[config.mk]
export PLATFORM = sky130hd
export DESIGN_NAME = keyed_rating_table_flat
export DESIGN_NICKNAME = d
export VERILOG_FILES = /design/src/rtl/core/krt_pkg.sv /design/src/rtl/core/krt_if.sv /design/src/rtl/core/krt_ram.sv /design/src/rtl/core/krt_div.sv /design/src/rtl/core/keyed_rating_table.sv /design/src/flat_wrapper.sv
export SDC_FILE = /design/constraint.sdc
export NUM_CORES = 2
export LEC_CHECK = 0
export BUFFER_PORTS_ARGS = -buffer_cell sky130_fd_sc_hd__clkbuf_2
export CAP_MARGIN = 0
export CORE_MARGIN = 2
export CORE_UTILIZATION = 55
export CTS_CLUSTER_SIZE = 8
export DETAILED_ROUTE_END_ITERATION = 8
export PLACE_DENSITY = 0.71
export SLEW_MARGIN = 10
export SYNTH_ARGS = -nofsm -noshare
export SYNTH_HDL_FRONTEND = slang
export SYNTH_HIERARCHICAL = 1
export SYNTH_SLANG_ARGS = --single-unit
[constraint.sdc]
create_clock -name clk -period 9.3 [get_ports clk]
set_clock_uncertainty 0.05 [all_clocks]
set_input_delay 0.465 -clock clk [delete_from_list [all_inputs] [get_ports clk]]
set_output_delay 0.465 -clock clk [all_outputs]
set_load 0.01 [all_outputs]
[src/rtl/core/krt_pkg.sv]
// krt_pkg: sizes, codes, entry layout and divider handshake types
// for the keyed rating table; depends on nothing
`timescale 1ns / 1ps

package krt_pkg;

  // table geometry
  localparam int ENTRIES      = 64;
  localparam int KEY_WIDTH    = 16;
  localparam int RATING_WIDTH = 16;

  localparam int ADDR_W = $clog2(ENTRIES);
  localparam int CNT_W  = $clog2(ENTRIES + 1);
  localparam int SUM_W  = RATING_WIDTH + CNT_W;
  localparam int WORD_W = 2 * KEY_WIDTH + RATING_WIDTH;

  // port field widths
  localparam int ACTION_W    = 2;
  localparam int KEY_IN_W    = 16;
  localparam int RATING_IO_W = 16;
  localparam int STATUS_W    = 3;
  localparam int COUNT_OUT_W = 7;

  typedef enum logic [ACTION_W-1:0] {
    ACT_INSERT  = 2'd0,
    ACT_REMOVE  = 2'd1,
    ACT_LOOKUP  = 2'd2,
    ACT_AVERAGE = 2'd3
  } action_t;

  typedef enum logic [STATUS_W-1:0] {
    ST_ADDED     = 3'd0,
    ST_UPDATED   = 3'd1,
    ST_REMOVED   = 3'd2,
    ST_NOT_FOUND = 3'd3,
    ST_FOUND     = 3'd4,
    ST_AVERAGE   = 3'd5,
    ST_FULL      = 3'd6
  } status_t;

  typedef struct packed {
    logic [KEY_WIDTH-1:0]    user;
    logic [KEY_WIDTH-1:0]    item;
    logic [RATING_WIDTH-1:0] rating;
  } entry_t;

  typedef struct packed {
    logic             start;
    logic [SUM_W-1:0] dividend;
    logic [CNT_W-1:0] divisor;
  } div_req_t;

  typedef struct packed {
    logic             done;
    logic [SUM_W-1:0] quotient;
  } div_rsp_t;

endpackage

[src/rtl/core/krt_if.sv]
// krt_req_if and krt_rsp_if: valid/ready channels for requests and results
// depends on krt_pkg for field widths
`timescale 1ns / 1ps

interface krt_req_if;
  logic                                valid;
  logic                                ready;
  logic [krt_pkg::ACTION_W-1:0]        action;
  logic [krt_pkg::KEY_IN_W-1:0]        user_key;
  logic [krt_pkg::KEY_IN_W-1:0]        item_key;
  logic [krt_pkg::RATING_IO_W-1:0]     rating_in;

  modport source (output valid, action, user_key, item_key, rating_in, input ready);
  modport sink   (input valid, action, user_key, item_key, rating_in, output ready);
endinterface

interface krt_rsp_if;
  logic                                valid;
  logic                                ready;
  logic [krt_pkg::STATUS_W-1:0]        status;
  logic [krt_pkg::RATING_IO_W-1:0]     rating_out;
  logic [krt_pkg::COUNT_OUT_W-1:0]     match_count;

  modport source (output valid, status, rating_out, match_count, input ready);
  modport sink   (input valid, status, rating_out, match_count, output ready);
endinterface

[src/rtl/core/krt_ram.sv]
// krt_ram: generic single-write, single-read synchronous ram
// registered read data, valid in the cycle after the read; no dependencies
`timescale 1ns / 1ps

module krt_ram #(
  parameter int DEPTH = 64,
  parameter int WIDTH = 48
) (
  input  logic                     clk,
  input  logic                     we,
  input  logic [$clog2(DEPTH)-1:0] waddr,
  input  logic [WIDTH-1:0]         wdata,
  input  logic                     re,
  input  logic [$clog2(DEPTH)-1:0] raddr,
  output logic [WIDTH-1:0]         rdata
);

  logic [WIDTH-1:0] mem [DEPTH];

  always_ff @(posedge clk) begin
    if (we) begin
      mem[waddr] <= wdata;
    end
  end

  always_ff @(posedge clk) begin
    if (re) begin
      rdata <= mem[raddr];
    end
  end

endmodule

[src/rtl/core/krt_div.sv]
// krt_div: restoring serial divider, one quotient bit per cycle
// depends on krt_pkg for widths and handshake structs
`timescale 1ns / 1ps

module krt_div (
  input  logic              clk,
  input  logic              rst,
  input  krt_pkg::div_req_t req,
  output krt_pkg::div_rsp_t rsp
);
  import krt_pkg::*;

  localparam int STEP_W = $clog2(SUM_W + 1);

  logic              busy;
  logic              done;
  logic [STEP_W-1:0] steps;
  logic [SUM_W-1:0]  quo;
  logic [CNT_W-1:0]  rem;
  logic [CNT_W-1:0]  dvs;

  logic [CNT_W:0]    trial;
  logic              fits;

  assign trial = {rem, quo[SUM_W-1]};
  assign fits  = trial >= {1'b0, dvs};

  always_ff @(posedge clk) begin
    if (rst) begin
      busy <= 1'b0;
      done <= 1'b0;
    end else begin
      done <= 1'b0;
      if (req.start) begin
        busy <= 1'b1;
      end else if (busy && steps == STEP_W'(1)) begin
        busy <= 1'b0;
        done <= 1'b1;
      end
    end
  end

  always_ff @(posedge clk) begin
    if (req.start) begin
      quo   <= req.dividend;
      rem   <= '0;
      dvs   <= req.divisor;
      steps <= STEP_W'(SUM_W);
    end else if (busy) begin
      if (fits) begin
        rem <= CNT_W'(trial - {1'b0, dvs});
      end else begin
        rem <= trial[CNT_W-1:0];
      end
      quo   <= {quo[SUM_W-2:0], fits};
      steps <= steps - STEP_W'(1);
    end
  end

  assign rsp.done     = done;
  assign rsp.quotient = quo;

endmodule

[src/rtl/core/keyed_rating_table.sv]
// keyed_rating_table: top level, request sequencer around the entry ram
// depends on krt_pkg, krt_if, krt_ram and krt_div
`timescale 1ns / 1ps

// channel | role   | payload
// --------+--------+-----------------------------------------------
// req     | sink   | action, user_key, item_key, rating_in
// rsp     | source | status, rating_out, match_count
//
// one request at a time: a scan reads every entry of the ram, one per cycle,
// then the drain, finish and deliver steps follow; an average also runs
// the serial divider between finish and deliver
// reset empties the table at once through the per-entry valid flops
// a stalled result sits in the output register; the next request is taken
// while it waits, and the new result waits for that register to drain

module keyed_rating_table (
  input logic       clk,
  input logic       rst,
  krt_req_if.sink   req,
  krt_rsp_if.source rsp
);
  import krt_pkg::*;

  typedef enum logic [5:0] {
    S_IDLE    = 6'b000001,
    S_SCAN    = 6'b000010,
    S_DRAIN   = 6'b000100,
    S_FINISH  = 6'b001000,
    S_DIV     = 6'b010000,
    S_DELIVER = 6'b100000
  } state_t;

  state_t state;

  // captured request
  action_t                 req_action;
  logic [KEY_WIDTH-1:0]    req_user;
  logic [KEY_WIDTH-1:0]    req_item;
  logic [RATING_WIDTH-1:0] req_rating;

  // per-entry valid marks, cleared by reset
  logic [ENTRIES-1:0] valid;

  // scan pointers: read address and the entry whose data is back
  logic [ADDR_W-1:0] scan_idx;
  logic              chk_pending;
  logic [ADDR_W-1:0] chk_idx;

  // scan results
  logic                    hit_found;
  logic [ADDR_W-1:0]       hit_idx;
  logic [RATING_WIDTH-1:0] hit_rating;
  logic                    free_found;
  logic [ADDR_W-1:0]       free_idx;
  logic [SUM_W-1:0]        sum;
  logic [CNT_W-1:0]        count;

  // staged result
  status_t                 res_status;
  logic [RATING_IO_W-1:0]  res_rating;
  logic [COUNT_OUT_W-1:0]  res_count;

  // ram ports
  logic              ram_we;
  logic [ADDR_W-1:0] ram_waddr;
  entry_t            ram_wdata;
  logic              ram_re;
  logic [WORD_W-1:0] ram_rdata;
  entry_t            rd_entry;

  div_req_t div_req;
  div_rsp_t div_rsp;

  logic in_xfer;
  logic out_free;
  logic vbit;
  logic pair_hit;
  logic item_hit;

  // no transfer is taken while reset is held
  assign in_xfer  = req.valid && req.ready;
  assign req.ready = (state == S_IDLE) && !rst;
  assign out_free = !rsp.valid || rsp.ready;

  // compare stage on the entry read back last cycle
  assign rd_entry = entry_t'(ram_rdata);
  assign vbit     = valid[chk_idx];
  assign item_hit = vbit && (rd_entry.item == req_item);
  assign pair_hit = item_hit && (rd_entry.user == req_user);

  assign ram_re = (state == S_SCAN);

  // write back happens once, in the finish step, after the scan is over,
  // so a read never overlaps a write to the same entry
  always_comb begin
    ram_we    = 1'b0;
    ram_waddr = hit_idx;
    ram_wdata = '{user: req_user, item: req_item, rating: req_rating};
    if (state == S_FINISH && req_action == ACT_INSERT) begin
      if (hit_found) begin
        ram_we = 1'b1;
      end else if (free_found) begin
        ram_we    = 1'b1;
        ram_waddr = free_idx;
      end
    end
  end

  // rounded mean: (sum + count/2) / count
  assign div_req.start    = (state == S_FINISH) && (req_action == ACT_AVERAGE)
                            && (count != '0);
  assign div_req.dividend = sum + SUM_W'(count >> 1);
  assign div_req.divisor  = count;

  krt_ram #(
    .DEPTH (ENTRIES),
    .WIDTH (WORD_W)
  ) u_ram (
    .clk   (clk),
    .we    (ram_we),
    .waddr (ram_waddr),
    .wdata (ram_wdata),
    .re    (ram_re),
    .raddr (scan_idx),
    .rdata (ram_rdata)
  );

  krt_div u_div (
    .clk (clk),
    .rst (rst),
    .req (div_req),
    .rsp (div_rsp)
  );

  // sequencer and valid marks
  always_ff @(posedge clk) begin
    if (rst) begin
      state       <= S_IDLE;
      valid       <= '0;
      chk_pending <= 1'b0;
    end else begin
      chk_pending <= (state == S_SCAN);
      case (state)
        S_IDLE: begin
          if (in_xfer) begin
            state <= S_SCAN;
          end
        end
        S_SCAN: begin
          if (scan_idx == ADDR_W'(ENTRIES - 1)) begin
            state <= S_DRAIN;
          end
        end
        S_DRAIN: begin
          state <= S_FINISH;
        end
        S_FINISH: begin
          if (req_action == ACT_INSERT && !hit_found && free_found) begin
            valid[free_idx] <= 1'b1;
          end
          if (req_action == ACT_REMOVE && hit_found) begin
            valid[hit_idx] <= 1'b0;
          end
          if (div_req.start) begin
            state <= S_DIV;
          end else begin
            state <= S_DELIVER;
          end
        end
        S_DIV: begin
          if (div_rsp.done) begin
            state <= S_DELIVER;
          end
        end
        S_DELIVER: begin
          if (out_free) begin
            state <= S_IDLE;
          end
        end
        default: begin
          state <= S_IDLE;
        end
      endcase
    end
  end

  // request capture and scan datapath
  always_ff @(posedge clk) begin
    if (in_xfer) begin
      req_action <= action_t'(req.action);
      req_user   <= KEY_WIDTH'(req.user_key);
      req_item   <= KEY_WIDTH'(req.item_key);
      req_rating <= RATING_WIDTH'(req.rating_in);
      scan_idx   <= '0;
      hit_found  <= 1'b0;
      free_found <= 1'b0;
      sum        <= '0;
      count      <= '0;
    end else begin
      if (state == S_SCAN) begin
        scan_idx <= scan_idx + ADDR_W'(1);
      end
      if (chk_pending) begin
        // lowest matching pair and lowest free slot win
        if (pair_hit && !hit_found) begin
          hit_found  <= 1'b1;
          hit_idx    <= chk_idx;
          hit_rating <= rd_entry.rating;
        end
        if (!vbit && !free_found) begin
          free_found <= 1'b1;
          free_idx   <= chk_idx;
        end
        if (item_hit) begin
          sum   <= sum + SUM_W'(rd_entry.rating);
          count <= count + CNT_W'(1);
        end
      end
    end
    chk_idx <= scan_idx;
  end

  // result staging
  always_ff @(posedge clk) begin
    if (state == S_FINISH) begin
      res_rating <= '0;
      res_count  <= '0;
      case (req_action)
        ACT_INSERT: begin
          if (hit_found) begin
            res_status <= ST_UPDATED;
          end else if (free_found) begin
            res_status <= ST_ADDED;
          end else begin
            res_status <= ST_FULL;
          end
        end
        ACT_REMOVE: begin
          res_status <= hit_found ? ST_REMOVED : ST_NOT_FOUND;
        end
        ACT_LOOKUP: begin
          if (hit_found) begin
            res_status <= ST_FOUND;
            res_rating <= RATING_IO_W'(hit_rating);
          end else begin
            res_status <= ST_NOT_FOUND;
          end
        end
        default: begin
          res_status <= ST_AVERAGE;
          res_count  <= COUNT_OUT_W'(count);
        end
      endcase
    end else if (state == S_DIV && div_rsp.done) begin
      res_rating <= RATING_IO_W'(div_rsp.quotient);
    end
  end

  // output register
  always_ff @(posedge clk) begin
    if (rst) begin
      rsp.valid <= 1'b0;
    end else if (state == S_DELIVER && out_free) begin
      rsp.valid <= 1'b1;
    end else if (rsp.ready) begin
      rsp.valid <= 1'b0;
    end
  end

  always_ff @(posedge clk) begin
    if (state == S_DELIVER && out_free) begin
      rsp.status      <= res_status;
      rsp.rating_out  <= res_rating;
      rsp.match_count <= res_count;
    end
  end

endmodule

[src/flat_wrapper.sv]
// flat-port wrapper written by rule: the top's interface ports become plain ports
module keyed_rating_table_flat import krt_pkg::*;
  (clk, rst, req_valid, req_action, req_user_key, req_item_key, req_rating_in, req_ready, rsp_valid, rsp_status, rsp_rating_out, rsp_match_count, rsp_ready);
  krt_req_if req_i ();
  krt_rsp_if rsp_i ();
  input logic clk;
  input logic rst;
  input wire logic [$bits(req_i.valid)-1:0] req_valid;
  input wire logic [$bits(req_i.action)-1:0] req_action;
  input wire logic [$bits(req_i.user_key)-1:0] req_user_key;
  input wire logic [$bits(req_i.item_key)-1:0] req_item_key;
  input wire logic [$bits(req_i.rating_in)-1:0] req_rating_in;
  output wire logic [$bits(req_i.ready)-1:0] req_ready;
  output wire logic [$bits(rsp_i.valid)-1:0] rsp_valid;
  output wire logic [$bits(rsp_i.status)-1:0] rsp_status;
  output wire logic [$bits(rsp_i.rating_out)-1:0] rsp_rating_out;
  output wire logic [$bits(rsp_i.match_count)-1:0] rsp_match_count;
  input wire logic [$bits(rsp_i.ready)-1:0] rsp_ready;
  assign req_i.valid = req_valid;
  assign req_i.action = req_action;
  assign req_i.user_key = req_user_key;
  assign req_i.item_key = req_item_key;
  assign req_i.rating_in = req_rating_in;
  assign req_ready = req_i.ready;
  assign rsp_valid = rsp_i.valid;
  assign rsp_status = rsp_i.status;
  assign rsp_rating_out = rsp_i.rating_out;
  assign rsp_match_count = rsp_i.match_count;
  assign rsp_i.ready = rsp_ready;
  keyed_rating_table u_core (.clk(clk), .rst(rst), .req(req_i), .rsp(rsp_i));
endmodule
==> impl_metrics.tcl <==
set metrics [dict create \
    synth_cells 6150 \
    syn-cell-area_um2 130900 \
    timing_worst_setup_path_type "flop to flop" \
    cts_resized 0 \
    hold_viol 0 \
    wire_per_inst_um 34.85 \
    min_period_ns 5.443 \
    crit_path_end_kind "flop" \
    grt_usage_pct 28.62 \
    fmax_mhz 183.7 \
    r2r_slack_ns 3.86 \
    cts_num_sinks 3410 \
    place_area_um2 135800 \
    final_antenna_net_count 0 \
    routed_via_density 6.811 \
    fin_crit_sh_pct 58.53 \
    insertion_delay_ns 1.04 \
    slew_headroom_pct 9.027 \
    rsz0062_at_grt "false" \
    drc 0 \
    grt.overflow.total 0 \
    hold_class "primary input to flop" \
    num_io_pins 82 \
    seq_area_frac_synth_pct 77.25 \
    power_leakage_uw 0.04575 \
    first_pass_iters 6 \
    cts_root_buffer "clkbuf_16" \
    setup_violations 0 \
    start_kind "flop" \
    grt_start_max_net_pins 125 \
    synth-edff-count 3280 \
    dieArea_um2 241900 \
    initial_core_util_pct 55.18 \
    synth_area_leader_cell "edfxtp_1" \
    synth-main-ff-cell "edfxtp_1" \
    gp_congestion 0.9038 \
    grt_pass1_vias 67150 \
    grt_antenna_before_repair 20 \
    netlist.area_leader.share_pct 75.26 \
    slew_viol_final 0 \
    finalSetupTns_ns 0 \
    maxCapViolCount 0 \
    yosysWarnings 6 \
    syn_nets 6241 \
    wl_um 345800 \
    cts.htree.levels 5 \
    die_h_um 491.8 \
    drtIter0Drc 10710 \
    grt_pass1_wl_um 492300 \
    synth_most_common_cell "edfxtp_1" \
    synthTopCellsByCount "edfxtp_1 (3,280), mux4_2 (769), nor2_1 (200)" \
    worst_pin_slew_ns 1.365 \
    numPortBuffers 81 \
    ys_types 70 \
    numCtsBuffers 477 \
    crit_required_ns 9.84 \
    hpwl_um 195600 \
    power_density_nw_per_um2 224.9 \
    hold_buffers 52 \
    async_reset_ff_share_pct 0 \
    syn_to_final_growth_pct 13.74 \
    cts_setup_buffers 0 \
    cts_tree "built" \
    clk_pin_slew_worst_paths_ns 0.05 \
    path_max_fanout 25 \
    core_area_um2 237200 \
    layout-drive-gt1-share_pct 25.41 \
    die_w_um 491.8 \
    synthTopCellsByArea "edfxtp_1 (75%), mux4_2 (13%), dfxtp_1 (2.0%)" \
    worst_ir_drop_vdd_mv 0.2213 \
    rows 179 \
    clock_path_buffers 4 \
    ys_ff_latch 3410 \
    vias 67590 \
    arrival_ns 5.98 \
    status "complete, no violations" \
    fin_area_um2 148900 \
    avgSynthCellArea_um2 21.28 \
    final_nets 6731 \
]
==> final timing paths <==
kind / start / cells past startpoint / to
setup / recovery: u_core/state[5]$_SDFFE_PP0P_ / 9 / u_core/u_ram/mem[19][17]$_DFFE_PP_
hold / removal: req_user_key[12] / 2 / u_core/req_user[12]$_DFFE_PP_
setup reg to reg: u_core/state[5]$_SDFFE_PP0P_ / 9 / u_core/u_ram/mem[19][17]$_DFFE_PP_
hold reg to reg: u_core/res_rating[9]$_DFFE_PP_ / 0 / u_core/rsp.rating_out[9]$_DFFE_PP_
==> report_power, final <==
group / leakage (uW) / internal [uW] / switching [uW]
Clock: 0.00609 / 9090 / 5860
Sequential: 0.0305 / 16900 / 30.6
Combinational: 0.00912 / 676 / 936
==> worst max-delay path, cell delays in order (launching register included) <==
cell,delay (ns)
dfxtp_1,0.39
or4_1,0.61
or3b_1,0.48
inv_2,0.10
nand2_1,0.21
a21oi_1,0.66
nand3_1,0.60
buf_4,0.38
nor2_4,0.94
buf_4,0.59
==> metal layers <==
layer | GRT usage, % | wire, um | up-vias
met5 | 0 | 46 | -
met4 | 11.95 | 15970 | 10
met3 | 6.429 | 42150 | 721
met2 | 43.97 | 161700 | 4810
met1 | 40.14 | 125900 | 35270
li1 | - | - | 26780
==> flip-flops by register name, indices dropped and copies added (netlist names), 16 cells and up <==
name / cells
u_core/u_ram/mem: 3072
u_core/valid: 64
u_core/u_ram/rdata: 48
u_core/sum: 23
u_core/u_div/quo: 23
u_core/hit_rating: 16
u_core/req_item: 16
u_core/req_rating: 16
u_core/req_user: 16
u_core/res_rating: 16
u_core/rsp.rating_out: 16
==> logic make-up after synthesis <==
family / count (synthesis) / synth area share, %
mux: 885 / 14.16
flops: 3410 / 77.25
compound gates: 748 / 3.975
simple gates: 616 / 2.257
buf+inv: 374 / 1.448
xor+xnor: 80 / 0.5354
fa+ha+maj: 37 / 0.3710
==> final cells by class <==
class                           count  area, um2
Multi-Input combinational cell   2366      28450
Timing Repair Buffer              346       2641
Clock inverter                     12      143.9
Tap cell                         3167       3963
Inverter                           39      151.4
Fill cell                       15440      88330
Antenna cell                        8      20.02
Sequential cell                  3410     101100
Clock buffer                      575      12370
==> per-stage QoR <==
stage          power (uW)  util (%)  hold slack [ns]  setup slack (ns)  std cells
5_1_grt             34350     62.75          0.07430             3.715       9918
4_1_cts             33650     62.75          0.04387             3.957       9914
3_3_place_gp        18760     57.23           0.3521             3.987       9270
3_5_place_dp        18800     57.25           0.3572             4.031       9275
6_report            33470     62.76          0.09320             3.857       9923
2_1_floorplan       18330         -           0.3235             2.613       6150
==> cell usage in the layout, fill, tap and decap left out, types with 24 or more instances in the layout <==
cell type	netlist	final
nand2b_1	31	28
nor2_4	0	64
ha_1	34	34
clkbuf_1	134	95
o221ai_1	28	28
mux4_2	769	769
a22oi_1	73	73
nor2b_1	33	27
edfxtp_1	3280	3280
xnor2_1	56	56
clkbuf_16	0	480
nand2_1	162	161
a21oi_1	189	189
o21ai_0	26	25
o22ai_1	123	123
a22o_1	59	59
buf_4	67	202
nand3_1	45	45
xor2_1	24	24
mux2_2	43	43
a221oi_1	84	81
inv_1	38	37
nor2_1	200	134
clkbuf_2	1	81
nor3_1	33	30
dfxtp_1	130	125
mux2i_1	73	73
a211oi_1	91	91
dlygate4sd3_1	0	52
(Power assumes the default switching activity.)
